`config.mk`:
```
export PLATFORM = sky130hd
export DESIGN_NAME = awd_div_cell
export DESIGN_NICKNAME = d
export VERILOG_FILES = /design/src/rtl/activation_with_derivative_defines.svh /design/src/rtl/awd_pkg.sv /design/src/rtl/awd_div_cell.sv
export SDC_FILE = /design/constraint.sdc
export NUM_CORES = 1
export LEC_CHECK = 0
export ABC_AREA = 1
export BUFFER_PORTS_ARGS = -buffer_cell sky130_fd_sc_hd__buf_4
export CAP_MARGIN = 5
export CORE_UTILIZATION = 25
export DETAILED_ROUTE_END_ITERATION = 7
export MAX_ROUTING_LAYER = met4
export PLACE_DENSITY = 0.48
export SYNTH_ARGS = -nofsm -noshare
export SYNTH_HDL_FRONTEND = slang
export SYNTH_SLANG_ARGS = --single-unit
```
`constraint.sdc`:
```
create_clock -name clk_i -period 1 [get_ports clk_i]
set_input_delay 0.2 -clock clk_i [delete_from_list [all_inputs] [get_ports clk_i]]
set_output_delay 0.2 -clock clk_i [all_outputs]
set_load 0.02 [all_outputs]
```
`src/rtl/activation_with_derivative_defines.svh`:
```
// Assertion macros used by the activation-with-derivative RTL
`ifndef ACTIVATION_WITH_DERIVATIVE_DEFINES_SVH
`define ACTIVATION_WITH_DERIVATIVE_DEFINES_SVH

// Check a property on every clock edge outside reset
`define AWD_ASSERT(lbl, prop, msg) \
  lbl: assert property (@(posedge clk_i) disable iff (!rst_ni) prop) else $error(msg);

// Check a property on every clock edge, reset included
`define AWD_ASSERT_ALWAYS(lbl, prop, msg) \
  lbl: assert property (@(posedge clk_i) prop) else $error(msg);

`endif

```
`src/rtl/awd_pkg.sv`:
```
// Shared types, constants and exp table builder for the activation block
package awd_pkg;

  // Number of table intervals over [-8, 8]
  localparam int unsigned EXP_ENTRIES = 256;
  // Table index width, holds 0..EXP_ENTRIES
  localparam int unsigned IDX_W = $clog2(EXP_ENTRIES + 1);
  // Width of u * EXP_ENTRIES with u up to 2^16
  localparam int unsigned POS_W = 16 + IDX_W;
  // Register stages inside the exp lookup
  localparam int unsigned LK_LAT = 4;
  // Quotient bits per divider chain (results never exceed 2^19)
  localparam int unsigned QUO_W = 20;
  // Rounded dividend width: remainder part plus quotient part
  localparam int unsigned DVD_W = 32 + QUO_W;

  localparam logic [31:0] ONE_Q19 = 32'h0008_0000;
  localparam logic [31:0] SAT_MAX = 32'h7FFF_FFFF;
  localparam longint unsigned ONE_Q30 = 64'd1 << 30;

  typedef enum logic [1:0] {
    FN_EXP  = 2'd0,
    FN_SIG  = 2'd1,
    FN_TANH = 2'd2
  } func_e;

  // Item travelling down a divider chain together with its sideband
  typedef struct packed {
    logic             vld;
    func_e            mode;
    logic             neg;
    logic [31:0]      pass;
    logic [31:0]      den;
    logic [31:0]      rem;
    logic [QUO_W-1:0] dvd_lo;
    logic [QUO_W-1:0] quo;
  } div_t;

  // Taylor sum of e^f (or e^-f) in Q30 over 25 terms, up to the f^24 term
  function automatic longint unsigned taylor_q30(longint unsigned f, bit negate);
    longint unsigned sum;
    longint unsigned term;
    sum  = ONE_Q30;
    term = ONE_Q30;
    for (int n = 1; n <= 24; n++) begin
      term = ((term * f) >> 30) / 64'(n);
      if (negate && n[0]) sum = sum - term;
      else sum = sum + term;
    end
    return sum;
  endfunction

  // Table point i: e^a in unsigned Q19, a = -8 + 16*i/EXP_ENTRIES
  function automatic logic [31:0] exp_point(int unsigned i);
    longint a;
    longint unsigned m;
    longint unsigned k;
    longint unsigned f;
    longint unsigned v;
    longint unsigned e1;
    a = longint'((64'(i) << 34) / 64'(EXP_ENTRIES)) - longint'(64'd8 << 30);
    if (a < 0) m = 64'(-a);
    else m = 64'(a);
    k = m >> 30;
    if (k > 64'd8) k = 64'd8;
    f = m & (ONE_Q30 - 64'd1);
    if (a >= 0) begin
      e1 = taylor_q30(ONE_Q30, 1'b0);
      v  = (taylor_q30(f, 1'b0) + 64'd512) >> 10;
      for (int j = 0; j < 8; j++) begin
        if (64'(j) < k) v = (v * e1) >> 30;
      end
      v = (v + 64'd1) >> 1;
    end else begin
      e1 = taylor_q30(ONE_Q30, 1'b1);
      v  = taylor_q30(f, 1'b1);
      for (int j = 0; j < 8; j++) begin
        if (64'(j) < k) v = (v * e1) >> 30;
      end
      v = (v + 64'd1024) >> 11;
    end
    if (v > 64'hFFFF_FFFF) return 32'hFFFF_FFFF;
    return v[31:0];
  endfunction

endpackage

```
`src/rtl/awd_div_cell.sv`:
```
// One restoring-division cell: resolves one quotient bit per transfer
module awd_div_cell (
  input  logic         clk_i,
  input  logic         rst_ni,
  input  logic         en_i,
  input  awd_pkg::div_t in_i,
  output awd_pkg::div_t out_o
);
  import awd_pkg::*;

  logic [32:0] trial;
  logic [32:0] diff;
  logic        ge;
  div_t        cell_d, cell_q;

  // Shift in the next dividend bit and try the subtraction
  always_comb begin
    trial  = {in_i.rem, in_i.dvd_lo[QUO_W-1]};
    diff   = trial - {1'b0, in_i.den};
    ge     = trial >= {1'b0, in_i.den};
    cell_d = in_i;
    cell_d.rem    = ge ? diff[31:0] : trial[31:0];
    cell_d.dvd_lo = {in_i.dvd_lo[QUO_W-2:0], 1'b0};
    cell_d.quo    = {in_i.quo[QUO_W-2:0], ge};
  end

  // Hand the item on to the next cell
  always_ff @(posedge clk_i or negedge rst_ni) begin
    if (!rst_ni) begin
      cell_q.vld <= 1'b0;
    end else if (en_i) begin
      cell_q <= cell_d;
    end
  end

  assign out_o = cell_q;

endmodule

```
-- Yosys cells after proc, flatten, opt, wreduce, memory -nomap -nowiden
Index checks and enable logic that the tools add are counted.
- register bits: 139
- input port bits: 143
- word-level logic and storage cells: 12
- add/sub/neg operators: 1
- order comparisons: 1
- multiplexer cells: 1
- reductions and logical operators: 1
- operator list (operator ; number):
    33-bit by 32-bit greater-or-equal comparator with 1-bit output ; 1
    32-bit two-way mux ; 1
    32-bit subtractor ; 1
    2-bit AND reduction ; 1

-- Depth between registers and ports, before layout
Gate-level depths: netlist of run 1.
- depth in word-level cells: 2
- mapped depth: 16

-- Worst setup path before layout of run 1
OpenSTA, ideal clock, no wires.
- path type: input to register
- start point: in rst_ni
- end point: reg cell_q, in the netlist out_o[0] (enable)
- arrival time: 2893 ps
- data required time: 509 ps
- slack: -2384 ps
- stages on the path: 2
- path buffers: 0
- cells stage by stage: nand2_1 inv_1
- word-level cells in the longest chain between the ends: 1
- RTL lines (item ; line ; text):
    start: declaration ; awd_div_cell.sv:4 ; input logic rst_ni,
    2-bit AND reduction (no source line) ; n/a ;
    end signal: assignment ; awd_div_cell.sv:32 ; cell_q <= cell_d;
    end: declaration ; awd_div_cell.sv:14 ; div_t cell_d, cell_q;
No other way between the ends.
A chain may end at the register's enable or synchronous reset.

==> flow_metrics.py, run 1 <==
metrics = {
    "status": {
        "status": "finished with violations",
        "violations": "setup timing",
    },
    "synthesis": {
        "synth_warnings": 0,
        "synth_area_leaders": "edfxtp_1 56%, nand2_1 14%, inv_1 7.6%, ha_1 5.4%, nand3_1 3.5%",
        "mappedNetlistArea_sq_um": 7390,
        "synth_top_area_share_pct": 56.1,
        "synth-edff-count": 138,
        "syn_area_per_cell_sq_um": 9.28,
        "syn_inst": 796,
        "synth_cell_types": 33,
        "ys_seq_area_share_pct": 56.4,
        "synth_nets": 972,
        "ys_async_sr_fraction_pct": 0.719,
        "synth_flop_cell": "edfxtp_1",
        "yosys.cell_count.top_type": "nand2_1",
        "synth_top_cell_by_area": "edfxtp_1",
        "synth_common_cells": "278 x nand2_1, 150 x inv_1, 138 x edfxtp_1",
        "synth-seq-cells": 139,
    },
    "clock_tree": {
        "clock_latency_ns": 0.43,
        "htree_levels": 4,
        "tritoncts": "yes",
        "clk_pin_slew_ns": 0.06,
        "cts_root_buffer": "clkbuf_16",
        "clock_path_buffers": 2,
        "numCtsBuffers": 17,
        "clkSinkCount": 139,
    },
    "global_route": {
        "grt_start_max_net_pins": 50,
        "grt_pass1_vias": 7425,
        "grt_pass1_wl_microns": 41300,
        "antenna_found_initial": 1,
        "grt_use_total_pct": 18.5,
        "overflow": 0,
    },
    "critical_path": {
        "critPathLaunchType": "primary input",
        "crit_chain": "buf_4 > ha_4 > nand2_4 > buf_4 > inv_1 > nand2_1 > nand2_1 > a21oi_1 > nand2_2 > buf_4 > xor2_1 > nand2_2 > nand2_2",
        "cp.arrival_ns": 1.71,
        "path_class": "primary input to register",
        "crit_fanout": 4,
        "cp_data_required_time_ns": 1.19,
        "slowest_stage": "ha_4",
        "max_stage_delay_ns": 0.26,
        "end_kind": "register",
    },
    "placement": {
        "gp_congestion": 0.875,
        "dpl_cell_area_sq_um": 11300,
        "place_hpwl_microns": 20000,
        "dp_cells": 1553,
        "place_ws_ns": -1.12,
        "port_buffers": 280,
    },
    "detailed_routing": {
        "wl_per_cell_microns": 15.9,
        "drc": 0,
        "drt-pass1-iter-count": 4,
        "vias": 7123,
        "ant_nets": 0,
        "wl_microns": 27200,
        "vias_per_cell": 4.16,
        "dr.first_iter.drc_count": 344,
    },
    "final_layout": {
        "finalNonFillerCells": 1712,
        "final_nets": 1490,
        "final_util_pct": 50.9,
        "synthToLayoutAreaGrowth_pct": 98.8,
        "fin_area_sq_um": 14700,
        "drive_above_1_share_pct": 54.6,
        "largest_reg_flops": 139,
    },
    "die": {
        "die_h_microns": 174,
        "ios": 283,
        "initial_utilization_pct": 25.6,
        "core.rowCount": 62,
        "die-area_sq_um": 30200,
        "die_x_microns": 174,
        "core-area_sq_um": 28900,
    },
    "sta": {
        "fin_crit_ns": 1.52,
        "grt_setup_unrepaired": "yes",
        "hold_viol": 0,
        "finalCritPeriodShare_pct": 152,
        "clock.fmax_mhz": 658,
        "fin_worst_skew_ns": 0,
        "setup_viol": 172,
        "setup_ws_ns": -0.519,
        "slew_violations": 0,
    },
    "power": {
        "power_mw": 20.0,
        "power_density_nw_per_um2": 1360,
        "leakage_nw": 6.66,
        "vdd_drop_max_v": 0.000943,
    },
    "job": {
        "max_cap_violations": 0,
    },
    "min_path": {
        "hold_class": "primary input to register",
    },
}
==> metrics by stage <==
stage               hold WS (ns)  TNS (ns)
finish                    0.0363    -39.23
global route              0.0257    -45.81
CTS                       0.0220    -40.63
detailed placement         0.121    -51.84
global placement           0.119    -51.17
floorplan                -0.0956   -253.01
==> where the power goes <==
part / switching, mW / leakage, nW / internal (mW)
registers: 0.224 / 1.30 / 6.97
logic: 2.96 / 5.06 / 3.11
clock network: 2.69 / 0.299 / 4.02
==> per-layer routing <==
metal	up-vias	wire [microns]	global-route usage (%)
li1	3588	-	-
met1	3299	11500	21.4
met2	218	14100	32.4
met3	18	1430	4.18
met4	0	279	4.28
met5	-	0	-
==> area by class of cell <==
class	instances	area (sq um)
fillers	2642	14200
repair buffers	510	4960
flip-flops and latches	139	4170
multi-input cells	493	3840
inverters	153	623
well taps	384	480
clock buffers	19	443
clock inverters	13	168
diodes	1	2.50
==> timing repair <==
item	CTS	global route
hold endpoints to repair	106	0
pin swaps	52	77
hold buffers	106	0
setup buffers	12	5
gates resized for setup	310	127
setup endpoints to repair	172	172
gates cloned	1	3
==> logic make-up after synthesis <==
kind of cell    Yosys count  share of synthesized area [%]
compound gates           24                           1.66
fa+ha+maj                33                           5.69
other cells               1                         0.0508
buf+inv                 164                           8.98
simple gates            420                           25.4
xor+xnor                 14                           1.66
flops                   139                           56.4
mux                       1                          0.152
==> worst max-delay path: cells and delay by family <==
| kind | cells | cell delay (ns) |
|---|---|---|
| compound gates | 1 | 0.16 |
| buf+inv | 4 | 0.45 |
| xor+xnor | 1 | 0.14 |
| fa+ha+maj | 1 | 0.26 |
| simple gates | 6 | 0.49 |
==> cell usage in the layout, fill, tap and decap left out, types with 8 or more instances in the layout <==
cell,netlist,final
clkbuf_16,0,20
edfxtp_1,138,138
nand2_1,278,171
nor2_2,2,12
nor2_1,37,16
nor2_4,1,12
xor2_1,13,13
buf_6,1,163
and2_1,8,8
nand3_4,0,10
nand3_1,51,13
nand3b_1,10,10
dlygate4sd3_1,0,106
inv_2,3,32
a21oi_1,21,12
buf_4,1,220
nand3_2,17,45
inv_4,0,13
buf_12,1,10
ha_4,0,32
nand2_4,1,29
inv_1,150,106
nand2_2,3,81
==> path summary, 6_finish.rpt <==
path | startpoint | slack (ns) | endpoint | depth (start not counted)
worst max-delay path | in_i[48] | -0.52 | out_o[54] | 13
worst min register to register | out_o[139] | 0.54 | out_o[139] | 1
min in group asynchronous | rst_ni | 0.22 | out_o[139] | 3
max in group asynchronous | rst_ni | 0.70 | out_o[139] | 3
worst min-delay path | in_i[99] | 0.04 | out_o[99] | 2
worst max register to register | out_o[139] | 0.24 | out_o[139] | 1
No activity file was read; power rests on OpenSTA's default activity.
==> run 2: changes to the inputs <==
--- a/config.mk
+++ b/config.mk
@@ -8,6 +8,8 @@
 export ABC_AREA = 1
 export BUFFER_PORTS_ARGS = -buffer_cell sky130_fd_sc_hd__buf_4
 export CAP_MARGIN = 5
+export CORE_ASPECT_RATIO = 0.7
+export CORE_MARGIN = 2
 export CORE_UTILIZATION = 25
 export DETAILED_ROUTE_END_ITERATION = 7
 export MAX_ROUTING_LAYER = met4
==> constraint.sdc (replaced) <==
create_clock -name clk_i -period 1.91 [get_ports clk_i]
set_input_delay 0.382 -clock clk_i [delete_from_list [all_inputs] [get_ports clk_i]]
set_output_delay 0.382 -clock clk_i [all_outputs]
set_load 0.02 [all_outputs]
==> flow_metrics.py, run 2 (synthesis gave the netlist of run 1 again) <==
metrics = {
    "status": {
        "status": "finished clean",
    },
    "critical_path": {
        "path_class": "primary input to register",
        "cp.arrival_ns": 2.03,
        "slowest_stage": "nor2_4",
        "end_kind": "register",
        "max_stage_delay_ns": 0.27,
        "rr_worst_depth": 1,
        "r2r-start": "out_o[139]",
        "critPathLaunchType": "primary input",
        "cp_data_required_time_ns": 2.10,
        "crit_fanout": 8,
        "crit_chain": "buf_4 > inv_1 > ha_4 > nand2_2 > nor2_2 > nand2_2 > nor2_1 > nand2_1 > nand3_2 > nor2_4 > nand2_8 > clkbuf_16 > nand2_1 > nand2_1",
        "crit_top_cell": "nand2_1",
        "crit_start": "in_i[77]",
    },
    "detailed_routing": {
        "wl_microns": 24900,
        "drt-pass1-iter-count": 5,
        "drc": 0,
        "vias": 6539,
        "dr.first_iter.drc_count": 327,
        "ant_nets": 0,
        "wl_per_cell_microns": 15.6,
        "vias_per_cell": 4.10,
    },
    "final_layout": {
        "mostFrequentLayoutCell": "buf_4",
        "finalNonFillerCells": 1594,
        "final_util_pct": 41.8,
        "drive_above_1_share_pct": 46.1,
        "largest_reg_flops": 139,
        "final_nets": 1380,
        "fin_area_sq_um": 12100,
        "synthToLayoutAreaGrowth_pct": 64.1,
        "num_antenna_cells": 0,
        "final_cell_mix": "381 x buf_4, 247 x nand2_1, 138 x edfxtp_1",
    },
    "sta": {
        "slew_violations": 0,
        "fin_crit_ns": 1.84,
        "setup_viol": 0,
        "hold_viol": 0,
        "whs_ns": 0.110,
        "fin_worst_skew_ns": 0,
        "finalCritPeriodShare_pct": 96.3,
        "clock.fmax_mhz": 544,
    },
    "clock_tree": {
        "numCtsBuffers": 17,
        "htree_levels": 4,
        "clkSinkCount": 139,
        "clock_path_buffers": 2,
        "clock_latency_ns": 0.44,
        "clk_pin_slew_ns": 0.06,
        "tritoncts": "yes",
        "cts_root_buffer": "clkbuf_16",
    },
    "min_path": {
        "worstHoldStart": "in_i[132]",
        "holdPathStages": 1,
        "hold_class": "primary input to register",
    },
    "die": {
        "core-area_sq_um": 29000,
        "initial_utilization_pct": 25.5,
        "die_h_microns": 148,
        "die-area_sq_um": 31000,
        "core.rowCount": 52,
        "ios": 283,
        "die_x_microns": 209,
    },
    "placement": {
        "port_buffers": 280,
        "place_hpwl_microns": 19600,
        "dp_cells": 1557,
        "gp_congestion": 0.881,
        "dpl_cell_area_sq_um": 11000,
    },
    "power": {
        "vdd_drop_max_v": 0.000527,
        "power_density_nw_per_um2": 790,
        "leakage_nw": 5.78,
    },
    "global_route": {
        "grt_pass1_wl_microns": 36700,
        "grt_use_total_pct": 16.3,
        "grt_pass1_vias": 6426,
        "overflow": 0,
        "antenna_found_initial": 0,
        "grt_start_max_net_pins": 33,
    },
    "job": {
        "max_cap_violations": 0,
    },
}
## run 2: final timing paths
path	endpoint	slack, ns
max	out_o[55]	0.07
min	out_o[132]	0.11
max reg2reg	out_o[139]	1.16
min reg2reg	out_o[139]	0.53
max in group asynchronous	out_o[139]	1.53
min in group asynchronous	out_o[139]	0.28
## run 2: area by class of cell
class | count | area, sq um
Clock buffer | 18 | 429
Clock inverter | 13 | 144
Fill cell | 2912 | 16900
Inverter | 153 | 578
Multi-Input combinational cell | 493 | 3130
Sequential cell | 139 | 4170
Tap cell | 378 | 473
Timing Repair Buffer | 400 | 3210
## run 2: repair_timing
| item | in CTS | in global routing |
|---|---|---|
| endpoints found under the setup margin | 32 | 33 |
| pin swaps | 2 | 11 |
| buffers inserted | 0 | 3 |
| gates cloned | 0 | 2 |
| endpoints found under the hold margin | 1 | 0 |
| hold buffers | 1 | 0 |
| gates resized for setup | 9 | 94 |
## run 2: where the power goes
group,switching (mW),internal [mW]
combinational,1.35,1.21
clock,1.39,1.92
sequential,0.0647,3.64
## run 2: stage by stage
step / TNS [ns] / setup WS, ns / power (mW)
CTS: 0 / 0.00526 / 9.51
global placement: -16.14 / -0.518 / 6.11
detailed placement: -16.90 / -0.547 / 6.13
finish: 0 / 0.0703 / 9.58
global route: -0.0542 / -0.0180 / 10.1
floorplan: -129.11 / -0.936 / 4.93
## run 2: routing by layer
layer  up-vias  wire, microns  GRT usage [%]
met5         -              0              -
met4         0            371           4.79
met3        21           1570           5.21
met2       170          10300           21.6
met1      2990          12600           23.3
li1       3358              -              -
## run 2: critical path, delay by kind of cell
family	cells	cell delay, ns
AND/OR/NAND/NOR	10	0.99
adder cells (fa/ha/maj)	1	0.22
buffers and inverters	3	0.41
==> run 3: changes to the inputs <==
--- a/config.mk
+++ b/config.mk
@@ -8,7 +8,6 @@
 export ABC_AREA = 1
 export BUFFER_PORTS_ARGS = -buffer_cell sky130_fd_sc_hd__buf_4
 export CAP_MARGIN = 5
-export CORE_ASPECT_RATIO = 0.7
 export CORE_MARGIN = 2
 export CORE_UTILIZATION = 25
 export DETAILED_ROUTE_END_ITERATION = 7
==> flow_metrics.py, run 3 (synthesis gave the netlist of run 1 again) <==
metrics = {
    "status": {
        "status": "finished clean",
    },
    "critical_path": {
        "cp.arrival_ns": 1.99,
        "rr_worst_depth": 1,
        "critPathLaunchType": "primary input",
        "r2r_end": "out_o[139]",
        "end_kind": "register",
        "path_class": "primary input to register",
        "r2r-start": "out_o[139]",
        "r2r_setup_slack_ns": 1.17,
        "crit_fanout": 13,
        "cp_data_required_time_ns": 2.09,
    },
    "power": {
        "p_comb_share_pct": 24.4,
        "intPower_mw": 6.94,
        "pwr-share-seq_pct": 38.3,
        "power_density_nw_per_um2": 824,
        "leakage_nw": 5.69,
        "switching_power_mw": 2.75,
        "vdd_drop_max_v": 0.000491,
        "switching_share_pct": 28.4,
        "clock_power_share_pct": 37.2,
    },
    "sta": {
        "slew_headroom_pct": 66.1,
        "grt_setup_unrepaired": "yes",
        "fin_worst_skew_ns": 0,
        "setup_viol": 0,
        "fin_crit_ns": 1.81,
        "hold_viol": 0,
        "setup_ws_ns": 0.0954,
        "worstMarginPinSlew_ns": 0.508,
        "finalCritPeriodShare_pct": 95.0,
        "slew_violations": 0,
        "clock.fmax_mhz": 551,
    },
    "die": {
        "initial_utilization_pct": 25.5,
        "die_h_microns": 176,
        "core-area_sq_um": 28900,
        "core.rowCount": 62,
        "die-area_sq_um": 30900,
        "die_x_microns": 176,
        "ios": 283,
    },
    "detailed_routing": {
        "vias": 6487,
        "drc": 0,
        "ant_nets": 0,
        "drt-pass1-iter-count": 5,
        "dr.first_iter.drc_count": 357,
        "wl_per_cell_microns": 15.5,
        "wl_microns": 24500,
        "vias_per_cell": 4.09,
    },
    "min_path": {
        "hold_class": "primary input to register",
        "min_to": "out_o[26]",
        "worstHoldStart": "in_i[25]",
        "holdPathStages": 1,
    },
    "global_route": {
        "grt_pass1_vias": 6431,
        "grt_use_total_pct": 16.1,
        "grt_start_max_net_pins": 90,
        "overflow": 0,
        "grt_pass1_wl_microns": 36400,
        "antenna_found_initial": 0,
    },
    "final_layout": {
        "fin_area_sq_um": 11800,
        "drive_above_1_share_pct": 42.1,
        "nFillCells": 2919,
        "finalNonFillerCells": 1587,
        "synthToLayoutAreaGrowth_pct": 59.3,
        "final_cell_mix": "376 x buf_4, 262 x nand2_1, 147 x inv_1",
        "mostFrequentLayoutCell": "buf_4",
        "final_nets": 1366,
        "num_antenna_cells": 0,
        "largest_reg_flops": 139,
    },
    "clock_tree": {
        "clock_path_buffers": 2,
        "postCtsSetupRepairBufs": 0,
        "clock_latency_ns": 0.42,
        "tritoncts": "yes",
        "clkSinkCount": 139,
        "clk_pin_slew_ns": 0.06,
        "htree_levels": 4,
        "cts_root_buffer": "clkbuf_16",
        "numCtsBuffers": 17,
    },
    "placement": {
        "dp_cells": 1553,
        "dpl_cell_area_sq_um": 10900,
        "place_ws_ns": -0.441,
        "port_buffers": 280,
        "gp_congestion": 0.913,
        "place_hpwl_microns": 19500,
    },
    "job": {
        "max_cap_violations": 0,
    },
}
[run 3: cell types whose count changed in the layout (fill, tap and decap cells not counted), moves of 11 or more]
| cell | previous run | this run |
|---|---|---|
| inv_1 | 128 | 147 |
| ha_4 | 31 | 17 |
| nand2_2 | 29 | 18 |
| ha_1 | 1 | 13 |
| inv_2 | 24 | 5 |
| nand2_1 | 247 | 262 |
[run 3: critical path, stage by stage]
cell,delay [ns]
buf_4,0.11
ha_1,0.34
nand2_1,0.14
nor2_2,0.06
nand2_1,0.10
nor2_2,0.05
nand2_1,0.07
nand3_2,0.08
nor2_4,0.16
buf_12,0.13
nand2_8,0.08
buf_12,0.16
nand2_1,0.07
nand2_1,0.04
[run 3: layer usage]
| metal | GRT usage [%] | wire length [microns] |
|---|---|---|
| met1 | 19.7 | 10800 |
| met2 | 27.2 | 12100 |
| met3 | 3.57 | 1410 |
| met4 | 3.65 | 243 |
| met5 | - | 0 |
[run 3: per-stage QoR]
stage	utilization, %	hold slack [ns]	TNS, ns	power (mW)
finish	40.7	0.133	0	9.69
global route	40.7	0.106	-0.0608	10.2
CTS	39.8	0.110	0	9.77
detailed placement	37.6	0.186	-13.83	6.09
global placement	37.6	0.185	-13.00	6.08
floorplan	-	0.0864	-129.11	4.93
[run 3: power by group through the flow]
| stage | sequential, mW | clock (mW) | combinational, mW |
|---|---|---|---|
| 3_3_place_gp | 3.79 | 0 | 2.29 |
| 5_1_grt | 3.74 | 3.82 | 2.60 |
| 4_1_cts | 3.72 | 3.73 | 2.32 |
| 2_1_floorplan | 4.07 | 0 | 0.856 |
| 6_report | 3.71 | 3.61 | 2.37 |
| 3_5_place_dp | 3.78 | 0 | 2.31 |
[run 3: worst max-delay path by stage]
| stage | from | to | slack (ns) | cells after the start |
|---|---|---|---|---|
| final | in_i[48] | out_o[51] | 0.1 | 14 |
| after global routing | in_i[77] | out_o[65] | -0.02 | 13 |
| after CTS | in_i[93] | out_o[71] | 0.009 | 15 |
| after detailed placement | in_i[93] | out_o[71] | -0.44 | 15 |
| after global placement | in_i[88] | out_o[67] | -0.44 | 14 |
| after floorplan | rst_ni | out_o[0] | -0.94 | 2 |
[run 3: timing repair]
action / 4_1_cts / 5_1_grt
hold buffers: 1 / 0
endpoints found under the hold margin: 1 / 0
setup endpoints to repair: 0 / 33
gates resized for setup: 0 / 46
[run 3: area by class of cell]
cell class	instances	area (sq um)	area share (%)
Sequential cell	139	4170	35.4
Multi-Input combinational cell	494	2920	24.8
Tap cell	384	480	4.08
Inverter	153	578	4.91
Clock inverter	13	193	1.64
Timing Repair Buffer	385	2990	25.4
Clock buffer	19	433	3.68
